File: src/design/eav_point_sharpness_unit_macros.svh
// ---------------------------------------------------------------------------
// eav point sharpness assertion macros
// shared concurrent check wrappers, empty when synthesized
// ---------------------------------------------------------------------------
`ifndef EAV_POINT_SHARPNESS_UNIT_MACROS_SVH
`define EAV_POINT_SHARPNESS_UNIT_MACROS_SVH
`ifndef SYNTHESIS
`define EPS_ASSERT_IMP(lbl, ante, cons) \
  lbl: assert property (@(posedge clk) disable iff (rst) (ante) |-> (cons)) \
    else $error("eps check failed");
`define EPS_ASSERT_NXT(lbl, ante, cons) \
  lbl: assert property (@(posedge clk) disable iff (rst) (ante) |=> (cons)) \
    else $error("eps check failed");
`else
`define EPS_ASSERT_IMP(lbl, ante, cons)
`define EPS_ASSERT_NXT(lbl, ante, cons)
`endif
`endif

File: src/design/eps_fifo.sv
// ---------------------------------------------------------------------------
// eps_fifo
// short register queue between front and back
// ---------------------------------------------------------------------------
`include "eav_point_sharpness_unit_macros.svh"

module eps_fifo #(
  parameter int DATA_W = 22,
  parameter int DEPTH  = 4,
  localparam int PTR_W = $clog2(DEPTH),
  localparam int CNT_W = $clog2(DEPTH + 1)
) (
  input  logic              clk,
  input  logic              rst,
  input  logic              push,
  input  logic [DATA_W-1:0] push_data,
  output logic              full,
  input  logic              pop,
  output logic              empty,
  output logic [DATA_W-1:0] head
);

  logic [DATA_W-1:0] mem [DEPTH];
  logic [PTR_W-1:0]  wr_ptr;
  logic [PTR_W-1:0]  rd_ptr;
  logic [CNT_W-1:0]  count;

  assign full  = (count == CNT_W'(DEPTH));
  assign empty = (count == '0);
  assign head  = mem[rd_ptr];

  always_ff @(posedge clk) begin
    if (push) begin
      mem[wr_ptr] <= push_data;
    end
  end

  always_ff @(posedge clk) begin
    if (rst) begin
      wr_ptr <= '0;
      rd_ptr <= '0;
      count  <= '0;
    end else begin
      if (push) begin
        wr_ptr <= (wr_ptr == PTR_W'(DEPTH - 1)) ? '0 : wr_ptr + PTR_W'(1);
      end
      if (pop) begin
        rd_ptr <= (rd_ptr == PTR_W'(DEPTH - 1)) ? '0 : rd_ptr + PTR_W'(1);
      end
      case ({push, pop})
        2'b10:   count <= count + CNT_W'(1);
        2'b01:   count <= count - CNT_W'(1);
        default: ;
      endcase
    end
  end

  `EPS_ASSERT_IMP(a_no_overflow, push, !full)
  `EPS_ASSERT_IMP(a_no_underflow, pop, !empty)
  `EPS_ASSERT_IMP(a_empty_ptrs, empty, rd_ptr == wr_ptr)

endmodule

File: config.mk
export PLATFORM = sky130hd
export DESIGN_NAME = eps_fifo
export DESIGN_NICKNAME = d
export VERILOG_FILES = /design/src/design/eps_fifo.sv
export VERILOG_INCLUDE_DIRS = /design/src /design/src/design
export SDC_FILE = /design/constraint.sdc
export NUM_CORES = 1
export LEC_CHECK = 0
export BUFFER_PORTS_ARGS = -buffer_cell sky130_fd_sc_hd__buf_2
export CAP_MARGIN = 20
export CORE_AREA = 2 2 69 104
export DETAILED_ROUTE_END_ITERATION = 7
export DIE_AREA = 0 0 71 106
export PLACE_DENSITY = 0.76
export SYNTH_ARGS = -nofsm -noshare
export SYNTH_HDL_FRONTEND = slang
export SYNTH_SLANG_ARGS = --single-unit
File: constraint.sdc
create_clock -name clk -period 2 [get_ports clk]
set_input_delay 0.1 -clock clk [delete_from_list [all_inputs] [get_ports clk]]
set_output_delay 0.1 -clock clk [all_outputs]
set_load 0.05 [all_outputs]
==> qor.csv <==
stage,metric,value,unit
worst_hold_path,hold_class,primary input to flip-flop,
logic_synthesis,synth_top_area_share,72.88,%
finish,layout.cells.non_filler,330,
global_routing,grt_pass1_wl,9177,um
placement,place_ws,0.3841,ns
worst_setup_path,cp_data_required_time,1.90,ns
pwr,p_sw,0.001039,W
placement,place.gp.congestion,0.6884,
pwr,p_leak,1.563,nW
logic_synthesis,syn-cell-area,3626,um2
clock_tree,clock-sinks,97,
sta,hold_viol,0,
clock_tree,path_clk_slew,0.08,ns
worst_setup_path,critPathLaunchType,flip-flop,
detailed_routing,drtIter0Drc,144,
logic_synthesis,yosys.area.top_type,edfxtp_1,
pwr,switching_share,25.23,%
clock_tree,htree_levels,3,
finish,nets,280,
die,die-area,7526,um2
sta,finalSetupViolCount,0,
die,die_y,106,um
die,row_count,37,
worst_setup_path,crit_fanout,16,
global_routing,grt_max_degree,23,
detailed_routing,viasPerCell,5.276,
logic_synthesis,ys_warn_count,0,
sta,rsz0062_at_grt,false,
detailed_routing,antenna_left,0,
placement,place.port_buffers,49,
worst_setup_path,crit_arrival,1.74,ns
logic_synthesis,async_flop_share,0,%
sta,setup_slack,0.1567,ns
run_status,status,completed,
logic_synthesis,syn_inst,162,
sta,fin_crit_sh,92.16,%
global_routing,antenna_found_initial,0,
placement,dp_hpwl,3632,um
detailed_routing,drt_wl_total,5757,um
pwr,clockPowerShare,28.3,%
logic_synthesis,seq_area_frac_synth,77.85,%
logic_synthesis,synth_fp_nets,195,
logic_synthesis,synth_edf_count,88,
sta,tightestPinTransition,0.3645,ns
pwr,pwr-share-comb,15.0,%
global_routing,first_global_vias,1849,
worst_setup_path,cp-end-kind,primary output,
detailed_routing,drt_pass1_iterations,5,
sta,fin_skew,0.007631,ns
clock_tree,clk_latency,0.35,ns
sta,fin_setup_tns,0,ns
finish,diodes,0,
sta,drv_slew,0,
die,die_x,71,um
die,ioPinCount,50,
flow_run,cap_violations,0,
detailed_routing,vias,1741,
finish,regArea,2826,um2
sta,timing.fmax,542.5,MHz
worst_setup_path,critical_path_class,flip-flop to primary output,
logic_synthesis,synthFlopType,edfxtp_1,
finish,multi_input_area,744.5,um2
global_routing,globalRouteOverflowTotal,0,
clock_tree,cts_buffer_depth,2,
clock_tree,cts-root-buf,clkbuf_8,
logic_synthesis,syn_avg_cell_area,22.38,um2
logic_synthesis,ys_top_cells_by_area,"edfxtp_1 73%, mux4_2 12%, dfxtp_1 5.0%",
pwr,power.share.sequential,56.8,%
finish,drive_gt1_share,34.92,%
detailed_routing,drcViolationCount,0,
finish,areaGrowthSynthToFinish,21.43,%
placement,place_inst,292,
sta,timing.hold.ws,0.02844,ns
clock_tree,numCtsBuffers,9,
sta,slew_headroom,75.66,%
logic_synthesis,synth_seq_cells,97,
detailed_routing,post_drt_wl_per_cell,17.45,um
pwr,peakVddDrop,0.7115,mV
clock_tree,cts_tree,yes,
die,core_area,6713,um2
global_routing,grt_usage,16.80,%
pwr,power_density,935.5,nW/um2
sta,finalCriticalPeriod,1.843,ns
logic_synthesis,synth_cell_types,19,
pwr,p_int,0.003080,W
finish,nFillCells,440,
die,start_util,54.02,%
## through the flow
step	area (um2)	power (W)	util, %
2_1_floorplan	3626	0.002811	-
3_3_place_gp	4003	0.002963	59.63
3_5_place_dp	4003	0.002976	59.63
4_1_cts	4400	0.004147	65.55
5_1_grt	4403	0.004265	65.59
6_report	4403	0.004119	65.59
## worst paths after layout
check                           startpoint  depth (start not counted)   endpoint  slack [ns]
worst max-delay path             flip-flop                          3   head[20]        0.16
worst min-delay path                   rst                          2  wr_ptr[1]        0.03
worst min register to register    count[2]                          2   count[2]        0.53
worst max register to register    count[0]                          5   count[2]        0.42
## cell families (layout without fill, tap and decap cells)
| kind of cell | Yosys count | in the layout | synth area share [%] |
|---|---|---|---|
| compound gates | 5 | 5 | 0.6900 |
| flops | 97 | 97 | 77.85 |
| xor+xnor | 2 | 2 | 0.4832 |
| mux | 24 | 24 | 14.42 |
| fa+ha+maj | 7 | 7 | 2.622 |
| simple gates | 16 | 16 | 2.312 |
| buf+inv | 11 | 101 | 1.622 |
## worst max-delay path: stages, from the launching register on
cell	delay, ns
dfxtp_4	0.43
buf_12	0.20
mux4_2	0.52
buf_2	0.23
## synth_stat cells (4+ instances only)
master,n
dfxtp_1,9
and2_1,4
ha_1,6
mux4_2,20
nor2_1,7
inv_1,7
edfxtp_1,88
a21oi_1,4
## registers in the layout, summed over array words and instances (netlist names), named ones only
| name | flops |
|---|---|
| rd_ptr | 2 |
| count | 3 |
| wr_ptr | 2 |
| mem | 88 |
## final cells by class
class                   instances  area share (%)
well taps                      78           2.217
clock buffers                  11           2.984
flip-flops and latches         97           64.19
repair buffers                 78           12.05
clock inverters                 5           1.051
multi-input cells              54           16.91
inverters                       7          0.5968
## repair_timing
action / 4_1_cts / 5_1_grt
setup endpoints to repair: 0 / 1
hold buffers: 22 / 0
endpoints found under the hold margin: 88 / 0
resized for setup: 0 / 1
setup buffers: 0 / 0
## layer usage
metal,global-route usage (%),routed length [um],share of wire (%),vias up
met5,0,0,0,-
met4,7.682,96,1.7,0
met3,4.076,212,3.7,6
met2,27.70,2999,52,43
met1,21.04,2449,43,867
li1,-,-,-,825
## cell usage in the layout (no fill, tap or decap)
cell type	Yosys	final
a21oi_1	4	4
and2_1	4	4
and3_1	1	1
buf_12	0	1
buf_2	2	49
buf_4	0	6
bufinv_16	0	1
clkbuf_1	0	2
clkbuf_8	0	9
clkinv_1	0	3
clkinv_2	0	1
dfxtp_1	9	8
dfxtp_4	0	1
dlygate4sd3_1	0	22
edfxtp_1	88	88
fa_1	1	1
ha_1	6	6
inv_1	7	7
mux2i_1	2	2
mux4_1	2	2
mux4_2	20	20
nor2_1	7	7
nor3_1	1	1
nor3b_1	2	2
o21ai_0	1	1
or3_1	1	1
xor2_1	2	2
## power by group through the flow
| stage | clock network (W) | logic (W) | registers, W |
|---|---|---|---|
| floorplan | 0 | 0.000442 | 0.00237 |
| global placement | 0 | 0.000582 | 0.00238 |
| detailed placement | 0 | 0.000590 | 0.00239 |
| CTS | 0.00118 | 0.000624 | 0.00234 |
| global route | 0.00126 | 0.000658 | 0.00235 |
| finish | 0.00116 | 0.000617 | 0.00234 |
No activity file was read; power rests on OpenSTA's default activity.
