<file path="config.mk">
export PLATFORM = sky130hd
export DESIGN_NAME = eps_div
export DESIGN_NICKNAME = d
export VERILOG_FILES = /design/src/design/eps_pkg.sv /design/src/design/eps_div.sv
export VERILOG_INCLUDE_DIRS = /design/src /design/src/design
export SDC_FILE = /design/constraint.sdc
export NUM_CORES = 1
export LEC_CHECK = 0
export ABC_AREA = 1
export BUFFER_PORTS_ARGS = -buffer_cell sky130_fd_sc_hd__clkbuf_2
export CORE_MARGIN = 10
export CORE_UTILIZATION = 55
export CTS_BUF_LIST = sky130_fd_sc_hd__clkbuf_8
export DETAILED_ROUTE_END_ITERATION = 6
export GPL_TIMING_DRIVEN = 0
export HOLD_SLACK_MARGIN = 0.02
export PLACE_DENSITY = 0.74
export SKIP_LAST_GASP = 1
export SYNTH_ARGS = -nofsm -noshare
export SYNTH_HDL_FRONTEND = slang
export SYNTH_SLANG_ARGS = --single-unit
export TNS_END_PERCENT = 1
</file>
<file path="constraint.sdc">
create_clock -name clk -period 7.1 [get_ports clk]
set_input_delay 0.355 -clock clk [delete_from_list [all_inputs] [get_ports clk]]
set_output_delay 0.355 -clock clk [all_outputs]
set_load 0.05 [all_outputs]
</file>
<file path="src/design/eav_point_sharpness_unit_macros.svh">
// ---------------------------------------------------------------------------
// eav point sharpness assertion macros
// shared concurrent check wrappers, empty when synthesized
// ---------------------------------------------------------------------------
`ifndef EAV_POINT_SHARPNESS_UNIT_MACROS_SVH
`define EAV_POINT_SHARPNESS_UNIT_MACROS_SVH
`ifndef SYNTHESIS
`define EPS_ASSERT_IMP(lbl, ante, cons) \
  lbl: assert property (@(posedge clk) disable iff (rst) (ante) |-> (cons)) \
    else $error("eps check failed");
`define EPS_ASSERT_NXT(lbl, ante, cons) \
  lbl: assert property (@(posedge clk) disable iff (rst) (ante) |=> (cons)) \
    else $error("eps check failed");
`else
`define EPS_ASSERT_IMP(lbl, ante, cons)
`define EPS_ASSERT_NXT(lbl, ante, cons)
`endif
`endif

</file>
<file path="src/design/eps_pkg.sv">
// ---------------------------------------------------------------------------
// eps_pkg
// types, constants and helpers of the point sharpness focus measure
// ---------------------------------------------------------------------------
package eps_pkg;

  localparam int PIXEL_W    = 8;
  localparam int CFG_W      = 13;
  localparam int CFG_IDX_W  = 2;
  localparam int SUM_W      = 44;
  localparam int SCORE_W    = 19;
  localparam int DSUM_W     = 10;
  localparam int STEP_W     = $clog2(SUM_W);
  localparam int QUEUE_DEPTH = 4;

  localparam logic [CFG_W-1:0]   WIDTH_RESET  = 13'd640;
  localparam logic [CFG_W-1:0]   HEIGHT_RESET = 13'd480;
  localparam logic [PIXEL_W-1:0] DIAG_WEIGHT  = 8'd179;

  typedef enum logic [CFG_IDX_W-1:0] {
    REG_IMAGE_WIDTH  = 2'd0,
    REG_IMAGE_HEIGHT = 2'd1
  } cfg_reg_t;

  typedef enum logic [1:0] {
    DIV_IDLE,
    DIV_RUN,
    DIV_DONE
  } div_state_t;

  typedef struct packed {
    logic interior;
    logic last;
  } flags_t;

  function automatic logic [PIXEL_W-1:0] absdiff(input logic [PIXEL_W-1:0] a,
                                                 input logic [PIXEL_W-1:0] b);
    return (a > b) ? (a - b) : (b - a);
  endfunction

endpackage

</file>
<file path="src/design/eps_div.sv">
// ---------------------------------------------------------------------------
// eps_div
// restoring divider, one quotient bit per cycle, with output register
// ---------------------------------------------------------------------------
`include "eav_point_sharpness_unit_macros.svh"

module eps_div #(
  parameter int AREA_W = 26
) (
  input  logic                        clk,
  input  logic                        rst,
  input  logic                        start,
  input  logic [eps_pkg::SUM_W-1:0]   dividend,
  input  logic [AREA_W-1:0]           divisor,
  output logic                        busy,
  output logic                        out_valid,
  input  logic                        out_stall,
  output logic [eps_pkg::SCORE_W-1:0] score
);

  localparam int AW = eps_pkg::SUM_W;
  localparam int TW = eps_pkg::STEP_W;

  eps_pkg::div_state_t state;
  eps_pkg::div_state_t state_next;
  logic                load_out;

  logic [AW-1:0]     quo;
  logic [AREA_W-1:0] rem;
  logic [AREA_W-1:0] dvsr;
  logic [TW-1:0]     step;
  logic [AREA_W:0]   trial;
  logic [AREA_W:0]   diff;
  logic              ge;

  always_ff @(posedge clk) begin
    if (rst) begin
      state <= eps_pkg::DIV_IDLE;
    end else begin
      state <= state_next;
    end
  end

  always_comb begin
    state_next = state;
    load_out   = 1'b0;
    case (state)
      eps_pkg::DIV_IDLE: begin
        if (start) state_next = eps_pkg::DIV_RUN;
      end
      eps_pkg::DIV_RUN: begin
        if (step == TW'(AW - 1)) state_next = eps_pkg::DIV_DONE;
      end
      eps_pkg::DIV_DONE: begin
        if (!out_valid || !out_stall) begin
          load_out   = 1'b1;
          state_next = eps_pkg::DIV_IDLE;
        end
      end
      default: state_next = eps_pkg::DIV_IDLE;
    endcase
  end

  assign busy  = (state != eps_pkg::DIV_IDLE);
  assign trial = {rem, quo[AW-1]};
  assign diff  = trial - {1'b0, dvsr};
  assign ge    = (trial >= {1'b0, dvsr});

  always_ff @(posedge clk) begin
    if (start && state == eps_pkg::DIV_IDLE) begin
      quo  <= dividend;
      rem  <= '0;
      dvsr <= divisor;
      step <= '0;
    end else if (state == eps_pkg::DIV_RUN) begin
      quo  <= {quo[AW-2:0], ge};
      rem  <= ge ? diff[AREA_W-1:0] : trial[AREA_W-1:0];
      step <= step + TW'(1);
    end
    if (load_out) begin
      score <= quo[eps_pkg::SCORE_W-1:0];
    end
  end

  always_ff @(posedge clk) begin
    if (rst) begin
      out_valid <= 1'b0;
    end else if (load_out) begin
      out_valid <= 1'b1;
    end else if (!out_stall) begin
      out_valid <= 1'b0;
    end
  end

  `EPS_ASSERT_IMP(a_start_idle, start, state == eps_pkg::DIV_IDLE)
  `EPS_ASSERT_NXT(a_result_loaded, load_out, out_valid && state == eps_pkg::DIV_IDLE)

endmodule

</file>
==> results.sh <==
export IMPL_status="complete, no violations"
export IMPL_tightest_slew_ns=0.8051
export IMPL_ctsLongestPathBuffers=2
export IMPL_hold_viol=0
export IMPL_cts_buffers=17
export IMPL_finalSetupViolations=0
export IMPL_critPathCaptureType="flop"
export IMPL_port_buffers=94
export IMPL_grt_max_degree=37
export IMPL_maxSlewHeadroom=0.4633
export IMPL_async_flop_share=0
export IMPL_grt_pass1_wl_um=27640
export IMPL_slew_violations=0
export IMPL_hold_path_class="in2reg"
export IMPL_grt_usage=0.1929
export IMPL_core_area_um2=12570
export IMPL_grt_overflow_total=0
export IMPL_vias=5857
export IMPL_powerDensity_nw_per_um2=355.9
export IMPL_cts_root_buf="clkbuf_8"
export IMPL_vias_per_cell=4.885
export IMPL_cts_htree_levels=4
export IMPL_dieHeight_um=133.0
export IMPL_drt_pass1_iterations=6
export IMPL_syn2layout_area_growth_pct=15.51
export IMPL_routabilityCongestion=0.9247
export IMPL_cts_setup_buffers=0
export IMPL_drt_antenna_violating_nets=0
export IMPL_ys_seq_elements=124
export IMPL_drive_above_1_share=0.1685
export IMPL_drt_wirelength_per_cell_um=13.88
export IMPL_rr_endpoint="dvsr[8]$_DFFE_PP_"
export IMPL_ir_drop_mv=0.1938
export IMPL_crit_fanout=35
export IMPL_wirelength_um=16640
export IMPL_maxCapViolations=0
export IMPL_synth_edf_count=89
export IMPL_tns_ns=0
export IMPL_ys_types=36
export IMPL_startpoint_type="flop"
export IMPL_rows=41
export IMPL_cp_required_ns=7.16
export IMPL_drt_first_iter_violations=394
export IMPL_boundaryPins=95
export IMPL_crit_path_start="state[0]$_SDFFE_PP0P_"
export IMPL_arrival_ns=2.35
export IMPL_cts_reportedPaths_clkPinSlew_ns=0.09
export IMPL_cts_tree="built"
export IMPL_min_period_ns=2.280
export IMPL_ctsResizeCount=0
export IMPL_die_area_um2=17690
export IMPL_leakagePower_uw=0.004163
export IMPL_diodes=0
export IMPL_grt_pass1_vias=5759
export IMPL_die_x_um=133.0
export IMPL_cts_hold_buffers=0
export IMPL_syn_area_um2=7025
export IMPL_cts_sinks=124
export IMPL_endpoint="dvsr[8]$_DFFE_PP_"
export IMPL_rr_startpoint="state[0]$_SDFFE_PP0P_"
export IMPL_clock_skew_ns=0.01772
export IMPL_clock_latency_ns=0.45
export IMPL_r2r_slack_ns=4.82
export IMPL_seq_area_frac_synth=0.4801
export IMPL_critical_path_class="reg2reg"
export IMPL_timing_fmax_ghz=0.4385
export IMPL_post_route_period_util=0.3212
export IMPL_synth_net_count=1002
export IMPL_drc_errors=0
export IMPL_nets=1117
export IMPL_rsz0062_at_grt="false"
export IMPL_synth_area_per_cell_um2=7.806
export IMPL_hpwl_um=12670
export IMPL_netlist_instances=900
export IMPL_place_ws_ns=4.770
export IMPL_hold_depth=1
export IMPL_r2r_cells=5
export IMPL_synth_flop_cell="edfxtp_1"
export IMPL_setup_slack_ns=4.820
export IMPL_initial_core_util=0.5590
export IMPL_yosysWarnings=0
export IMPL_antenna_found_initial=0
export IMPL_min_from="divisor[5]"
==> final cells by class <==
class | count | area [um2]
flip-flops and latches | 124 | 3373
clock inverters | 14 | 131.4
repair buffers | 96 | 505.5
multi-input cells | 605 | 2948
plain buffers | 23 | 152.6
well taps | 172 | 215.2
inverters | 148 | 555.5
fillers | 1162 | 4453
clock buffers | 17 | 234.0
==> synthesized netlist by cell type, types with 2 or more instances <==
| cell type | number | area share |
|---|---|---|
| and2_1 | 2 | 0.0018 |
| o21ai_1 | 5 | 0.0036 |
| nand2_1 | 373 | 0.20 |
| a21oi_1 | 21 | 0.015 |
| buf_6 | 5 | 0.0080 |
| inv_1 | 144 | 0.077 |
| buf_4 | 4 | 0.0043 |
| o21ai_0 | 10 | 0.0071 |
| nor2_1 | 29 | 0.015 |
| clkbuf_1 | 12 | 0.0064 |
| nor2_4 | 3 | 0.0048 |
| dfxtp_1 | 35 | 0.10 |
| edfxtp_1 | 89 | 0.38 |
| nand3_1 | 58 | 0.041 |
| nor2_2 | 9 | 0.0080 |
| nand4_1 | 6 | 0.0053 |
| ha_1 | 27 | 0.048 |
| nand3_2 | 7 | 0.010 |
| nand3b_1 | 17 | 0.018 |
| nand2_2 | 11 | 0.0098 |
| inv_2 | 4 | 0.0021 |
| nor3_1 | 4 | 0.0028 |
| xnor2_1 | 12 | 0.015 |
==> per-layer routing <==
metal	global-route usage	wire, um	share of wire	vias up
met5	0	0	0	-
met4	0.06112	287	0.017	0
met3	0.05905	1103	0.066	25
met2	0.3168	7934	0.48	159
met1	0.2367	7318	0.44	2626
li1	-	-	-	3047
==> per-stage QoR <==
stage / utilization / hold slack (ns) / total power (uW) / cell area (um2) / std cells
3_5_place_dp: 0.6166 / 0.4325 / 2288 / 7750 / 1168
6_report: 0.6457 / 0.07904 / 2888 / 8115 / 1199
3_3_place_gp: 0.6135 / 0.4297 / 2267 / 7711 / 1166
4_1_cts: 0.6457 / 0.06076 / 2886 / 8115 / 1199
2_1_floorplan: - / 0.4241 / 1989 / 7025 / 900
5_1_grt: 0.6457 / 0.05841 / 3119 / 8115 / 1199
==> worst min-delay path by stage <==
stage,end,slack (ns)
finish,dvsr[5]$_DFFE_PP_,0.08
CTS,dvsr[5]$_DFFE_PP_,0.06
global placement,score[4]$_DFFE_PP_,0.43
detailed placement,score[10]$_DFFE_PP_,0.43
global route,dvsr[5]$_DFFE_PP_,0.06
floorplan,out_valid$_SDFFE_PP0P_,0.42
==> sequential cells by signal, indices dropped and copies added (netlist names) <==
name       flops
rem           26
step           6
dvsr          26
out_valid      1
score         19
state          2
quo           44
==> layout by cell type (no fill, tap or decap), types with 6 or more instances in the layout <==
cell type / count
nand2_1: 373
inv_1: 147
clkbuf_2: 95
edfxtp_1: 89
nand3_1: 58
dfxtp_1: 35
nor2_1: 28
ha_1: 27
a21oi_1: 21
nand3b_1: 17
clkbuf_8: 17
xnor2_1: 12
clkbuf_1: 11
nand2_2: 11
nor2_2: 10
o21ai_0: 10
nand3_2: 7
nand4_1: 6
==> cells by family after synthesis <==
family	Yosys count	share of synthesized area
flops	124	0.4801
simple gates	522	0.3197
fa+ha+maj	28	0.05093
buf+inv	171	0.1006
xor+xnor	13	0.01621
compound gates	42	0.03241
==> power by group <==
| part | internal [uW] | switching, uW |
|---|---|---|
| Combinational | 487 | 824 |
| Clock | 305 | 290 |
| Sequential | 915 | 67.3 |
==> critical path, stage by stage (launching register included) <==
cell and delay, ns:
dfxtp_1 0.33, nor2_1 0.17, nand2_1 0.16, inv_1 0.11
clkbuf_1 0.39, buf_2 0.74
Note: power is estimated with default switching activity, not from simulation.
