`src/design/eav_point_sharpness_unit_macros.svh`:
```
// ---------------------------------------------------------------------------
// eav point sharpness assertion macros
// shared concurrent check wrappers, empty when synthesized
// ---------------------------------------------------------------------------
`ifndef EAV_POINT_SHARPNESS_UNIT_MACROS_SVH
`define EAV_POINT_SHARPNESS_UNIT_MACROS_SVH
`ifndef SYNTHESIS
`define EPS_ASSERT_IMP(lbl, ante, cons) \
  lbl: assert property (@(posedge clk) disable iff (rst) (ante) |-> (cons)) \
    else $error("eps check failed");
`define EPS_ASSERT_NXT(lbl, ante, cons) \
  lbl: assert property (@(posedge clk) disable iff (rst) (ante) |=> (cons)) \
    else $error("eps check failed");
`else
`define EPS_ASSERT_IMP(lbl, ante, cons)
`define EPS_ASSERT_NXT(lbl, ante, cons)
`endif
`endif

```
`src/design/eps_pkg.sv`:
```
// ---------------------------------------------------------------------------
// eps_pkg
// types, constants and helpers of the point sharpness focus measure
// ---------------------------------------------------------------------------
package eps_pkg;

  localparam int PIXEL_W    = 8;
  localparam int CFG_W      = 13;
  localparam int CFG_IDX_W  = 2;
  localparam int SUM_W      = 44;
  localparam int SCORE_W    = 19;
  localparam int DSUM_W     = 10;
  localparam int STEP_W     = $clog2(SUM_W);
  localparam int QUEUE_DEPTH = 4;

  localparam logic [CFG_W-1:0]   WIDTH_RESET  = 13'd640;
  localparam logic [CFG_W-1:0]   HEIGHT_RESET = 13'd480;
  localparam logic [PIXEL_W-1:0] DIAG_WEIGHT  = 8'd179;

  typedef enum logic [CFG_IDX_W-1:0] {
    REG_IMAGE_WIDTH  = 2'd0,
    REG_IMAGE_HEIGHT = 2'd1
  } cfg_reg_t;

  typedef enum logic [1:0] {
    DIV_IDLE,
    DIV_RUN,
    DIV_DONE
  } div_state_t;

  typedef struct packed {
    logic interior;
    logic last;
  } flags_t;

  function automatic logic [PIXEL_W-1:0] absdiff(input logic [PIXEL_W-1:0] a,
                                                 input logic [PIXEL_W-1:0] b);
    return (a > b) ? (a - b) : (b - a);
  endfunction

endpackage

```
`src/design/eps_front.sv`:
```
// ---------------------------------------------------------------------------
// eps_front
// configuration registers, raster position tracking and beat classification
// ---------------------------------------------------------------------------
module eps_front #(
  parameter int MAX_WIDTH  = 4096,
  parameter int MAX_HEIGHT = 4096,
  localparam int COL_W   = $clog2(MAX_WIDTH),
  localparam int ROW_W   = $clog2(MAX_HEIGHT),
  localparam int WD_W    = $clog2(MAX_WIDTH + 1),
  localparam int HD_W    = $clog2(MAX_HEIGHT + 1),
  localparam int AREA_W  = WD_W + HD_W,
  localparam int ENTRY_W = eps_pkg::PIXEL_W + COL_W + $bits(eps_pkg::flags_t)
) (
  input  logic                          clk,
  input  logic                          rst,
  input  logic                          cfg_write,
  input  logic [eps_pkg::CFG_IDX_W-1:0] cfg_index,
  input  logic [eps_pkg::CFG_W-1:0]     cfg_data,
  input  logic                          in_valid,
  output logic                          in_stall,
  input  logic [eps_pkg::PIXEL_W-1:0]   pixel,
  input  logic                          q_full,
  output logic                          q_push,
  output logic [ENTRY_W-1:0]            q_data,
  output logic                          restart,
  output logic [AREA_W-1:0]             frame_area
);

  logic [eps_pkg::CFG_W-1:0] image_width;
  logic [eps_pkg::CFG_W-1:0] image_height;
  logic [WD_W-1:0]           w_eff;
  logic [HD_W-1:0]           h_eff;
  logic [COL_W-1:0]          col;
  logic [ROW_W-1:0]          row;
  logic                      col_last;
  logic                      row_last;
  eps_pkg::flags_t           flags;

  always_ff @(posedge clk) begin
    if (rst) begin
      image_width  <= eps_pkg::WIDTH_RESET;
      image_height <= eps_pkg::HEIGHT_RESET;
    end else if (cfg_write) begin
      case (cfg_index)
        eps_pkg::REG_IMAGE_WIDTH:  image_width  <= cfg_data;
        eps_pkg::REG_IMAGE_HEIGHT: image_height <= cfg_data;
        default: ;
      endcase
    end
  end

  assign restart = cfg_write && (cfg_index == eps_pkg::REG_IMAGE_WIDTH ||
                                 cfg_index == eps_pkg::REG_IMAGE_HEIGHT);

  // clamp dimensions to 3..max
  always_comb begin
    if (image_width < 13'd3) begin
      w_eff = WD_W'(3);
    end else if (32'(image_width) > 32'(MAX_WIDTH)) begin
      w_eff = WD_W'(MAX_WIDTH);
    end else begin
      w_eff = WD_W'(image_width);
    end
    if (image_height < 13'd3) begin
      h_eff = HD_W'(3);
    end else if (32'(image_height) > 32'(MAX_HEIGHT)) begin
      h_eff = HD_W'(MAX_HEIGHT);
    end else begin
      h_eff = HD_W'(image_height);
    end
  end

  always_ff @(posedge clk) begin
    frame_area <= {{HD_W{1'b0}}, w_eff} * {{WD_W{1'b0}}, h_eff};
  end

  assign col_last = (WD_W'(col) == w_eff - WD_W'(1));
  assign row_last = (HD_W'(row) == h_eff - HD_W'(1));

  assign in_stall = q_full;
  assign q_push   = in_valid && !q_full;

  always_ff @(posedge clk) begin
    if (rst || restart) begin
      col <= '0;
      row <= '0;
    end else if (q_push) begin
      if (col_last) begin
        col <= '0;
        row <= row_last ? '0 : row + ROW_W'(1);
      end else begin
        col <= col + COL_W'(1);
      end
    end
  end

  always_comb begin
    flags.interior = (col >= COL_W'(2)) && (row >= ROW_W'(2));
    flags.last     = col_last && row_last;
  end

  assign q_data = {flags, col, pixel};

endmodule

```
`config.mk`:
```
export PLATFORM = sky130hd
export DESIGN_NAME = eps_front
export DESIGN_NICKNAME = d
export VERILOG_FILES = /design/src/design/eav_point_sharpness_unit_macros.svh /design/src/design/eps_pkg.sv /design/src/design/eps_front.sv
export SDC_FILE = /design/constraint.sdc
export NUM_CORES = 1
export LEC_CHECK = 0
export BUFFER_PORTS_ARGS = -buffer_cell sky130_fd_sc_hd__clkbuf_2
export CORE_ASPECT_RATIO = 0.75
export CORE_UTILIZATION = 42
export DETAILED_ROUTE_END_ITERATION = 8
export GPL_TIMING_DRIVEN = 0
export HOLD_SLACK_MARGIN = 0.15
export SKIP_CTS_REPAIR_TIMING = 1
export SLEW_MARGIN = 20
export SYNTH_ARGS = -nofsm -noshare
export SYNTH_HDL_FRONTEND = slang
export SYNTH_SLANG_ARGS = --single-unit
export TNS_END_PERCENT = 30
```
`constraint.sdc`:
```
create_clock -name clk -period 15.3 [get_ports clk]
set_input_delay 2.295 -clock clk [delete_from_list [all_inputs] [get_ports clk]]
set_output_delay 2.295 -clock clk [all_outputs]
set_load 0.02 [all_outputs]
```
==> impl_results.md <==
* Remaining DRCs at 0
* Number of clock sinks at 76
* PortBufs at 69
* Max-slew violations at 0
* Fin. Hold Viols at 0
* Worst slew margin at 35.41%
* Die width at 175.5 um
* Final ANT Viol Nets at 0
* Worst path arrival time at 8220 ps
* R2r startpoint: image_height[7]
* CP endpoint kind: flip-flop
* Adder-cell share of the synthesized area at 35.69%
* Site row count at 47
* Outcome: completed
* WL final at 25360 um
* Worst hold path type: flip-flop to flip-flop
* Async set-reset flop share out of synthesis at 0%
* Die area at 23200 um^2
* Yosys cell types at 62
* Wire length per cell at 16.04 um
* Syn-to-layout area delta at 10.72%
* Final Util at 47.50%
* RSZ-0062 raised after global routing: false
* Slew @ Worst Pin at 944.4 ps
* Top cells by area, synth: fa_1, dfxtp_1, ha_1
* Hold Path Stages at 2
* Setup TNS at 0 ps
* Fmax at 125.3 MHz
* Leak at 4.949 nW
* GR Overflow Total at 0
* CTS H-Tree Depth at 3
* Pwr per Cell Area at 66.17 nW/um^2
* Final HPWL DP at 20360 um
* Slowest CP cell: nor4b_2
* Ports at 79
* Clock root cell: clkbuf_16
* Core area at 22110 um^2
* Vias at 8259
* Syn_nets at 1428
* Critical path class: flip-flop to flip-flop
* Drt via density at 5.224
* Largest net degree at the start of global routing at 14
* Skew-Pair Late Insertion Delay at 350 ps
* Post-synth EDFFs at 0
* First-pass GRT wire length at 42050 um
* Hold Crit Endpoint: image_height[0]
* Final setup violation count at 0
* Yosys top cell area share at 25.53%
* Simple-gate share of the synthesized area at 23.00%
* Hold path startpoint: image_height[0]
* Fin Hold WS at 525.2 ps
* Synth warn at 0
* Crit path max-delay family: adder cells
* Min Tclk post-route at 7984 ps
* RR Endpoint: frame_area[25]
* Xor-xnor portion of the synthesized cell area at 5.078%
* Die span in y at 132.2 um
* CP max FO at 10
* WP buf/inv at 7
* Worst-path clk slew at 60 ps
* Antenna cell count at 0
* Gpl congestion at 0.9634
* Yosys top cell by area: fa_1
* Reg2Reg Depth at 27
* Synth Register Bits at 76
* Post-Synthesis Cells at 1202
* CTS Buf Count at 9
* Cell Area, Synth at 9487 um^2
* CTS max path bufs at 2
* Final clock skew at 9.179 ps
* Worst VDD drop at 56.46 uV
* Iter 0 DRT Violations at 656
* CTS tree: built
* Register area share after synthesis at 16.04%
* Layout cells sized above 1 at 9.091%
* Largest family of logic cells by synthesized area: adder cells
* Fillers at 2290
* Drt pass-1 iters at 5
* CP Launch Type: flip-flop
* Final Cycle Share at 52.18%
* Post-synthesis mux area share at 0.8837%
* Nets at 1508
* Ys flop type: dfxtp_1
* Total track usage at 23.36%
* Slowest stage delay, CP at 660 ps
* Starting Density at 42.90%
* Synthesized area per cell at 7.892 um^2
* Antenna violations before repair at 0
* CP Data Required Time at 15540 ps
* R2R Setup Slk at 7320 ps
* Max Cap Violations at 0
* Compound-gate portion of the synthesized area at 8.454%
* Vias in the first global route at 8062
==> where the power goes <==
| group | switching, mW | leakage (nW) | internal [mW] |
|---|---|---|---|
| Sequential | 0.00698 | 0.619 | 0.216 |
| Clock | 0.0901 | 0.150 | 0.131 |
| Combinational | 0.156 | 4.18 | 0.0947 |
| Total | 0.253 | 4.95 | 0.442 |
==> worst max path at each step <==
| stage | start | to | depth (start not counted) |
|---|---|---|---|
| 6_report | image_height[7] | frame_area[25] | 27 |
| 5_1_grt | image_height[3] | frame_area[25] | 27 |
| 4_1_cts | image_height[3] | frame_area[25] | 27 |
| 3_5_place_dp | image_height[3] | frame_area[25] | 27 |
| 3_3_place_gp | image_height[3] | frame_area[25] | 27 |
| 2_1_floorplan | image_height[3] | frame_area[25] | 27 |
==> cells by family after synthesis <==
kind of cell,after synthesis
AO/OA/AOI/OAI,126
XOR/XNOR,55
adder cells (fa/ha/maj),198
buffers and inverters,260
flip-flops,76
multiplexers,8
AND/OR/NAND/NOR,479
==> state kept, by name (all words and copies together), names as in the netlist <==
register,count
image_width,13
row,12
col,12
frame_area,26
image_height,13
==> metal layers <==
layer,vias up,share of wire (%),wire length [um],track usage (%)
met4,0,2.0,511,6.763
met2,300,41,10320,33.16
li1,3939,-,-,-
met3,36,8.2,2080,5.161
met1,3984,49,12450,35.16
met5,-,0,0,0
==> cell usage in the layout (no fill, tap or decap), types with 4 or more instances in the layout <==
master,instances
inv_1,187
clkbuf_1,52
clkbuf_16,9
xnor2_1,38
nand2_1,190
or2_2,4
clkbuf_2,69
nand4_1,9
a21oi_1,47
nand2b_1,14
nor2b_1,26
nand3b_1,7
dfxtp_1,76
or3_1,7
o21bai_1,4
buf_1,4
nor2_1,145
mux2i_1,5
o21ai_0,22
and2_1,6
xor2_1,17
o31ai_1,9
a31oi_1,4
nor3_1,13
and3_1,4
a211oi_1,8
nor4_1,14
buf_4,9
a22oi_1,5
fa_1,121
a21o_1,5
or4_1,7
ha_1,77
nand3_1,20
buf_2,4
==> cell usage after synthesis (5+ instances only) <==
master / count
a211oi_1: 8
nor4_1: 14
o21ai_0: 22
nand4_1: 9
a21oi_1: 47
clkbuf_1: 51
or4_1: 7
xor2_1: 17
dfxtp_1: 76
nand2_1: 190
a22oi_1: 5
and2_1: 6
nand3_1: 20
nor2_1: 145
nor3_1: 13
inv_1: 187
xnor2_1: 38
ha_1: 77
fa_1: 121
mux2i_1: 5
a21o_1: 5
nand3b_1: 7
o31ai_1: 9
nor2b_1: 26
nand2b_1: 14
or3_1: 7
buf_4: 9
==> area by class of cell <==
cell class	instances	area, um^2	share of cell area (%)
Buffer	70	316.6	3.014
Clock buffer	11	242.7	2.311
Clock inverter	5	61.31	0.5837
Inverter	190	713.2	6.790
Multi-Input combinational cell	866	6935	66.03
Sequential cell	76	1521	14.48
Tap cell	294	367.9	3.502
Timing Repair Buffer	69	345.3	3.288
==> tightest hold or removal path: stages, from the launching register on <==
cell and delay (ps):
dfxtp_1 350, nand2_1 70, a21oi_1 60
==> stage by stage <==
step | cells | area (um^2) | setup slack, ps | power [mW]
after global routing | 1581 | 10500 | 6800 | 0.7435
after floorplan | 1202 | 9487 | 8889 | 0.4116
after global placement | 1565 | 10200 | 7519 | 0.4757
final | 1581 | 10500 | 7316 | 0.6951
after CTS | 1581 | 10500 | 7438 | 0.7033
after detailed placement | 1565 | 10200 | 7460 | 0.4766
(Power assumes the default switching activity.)
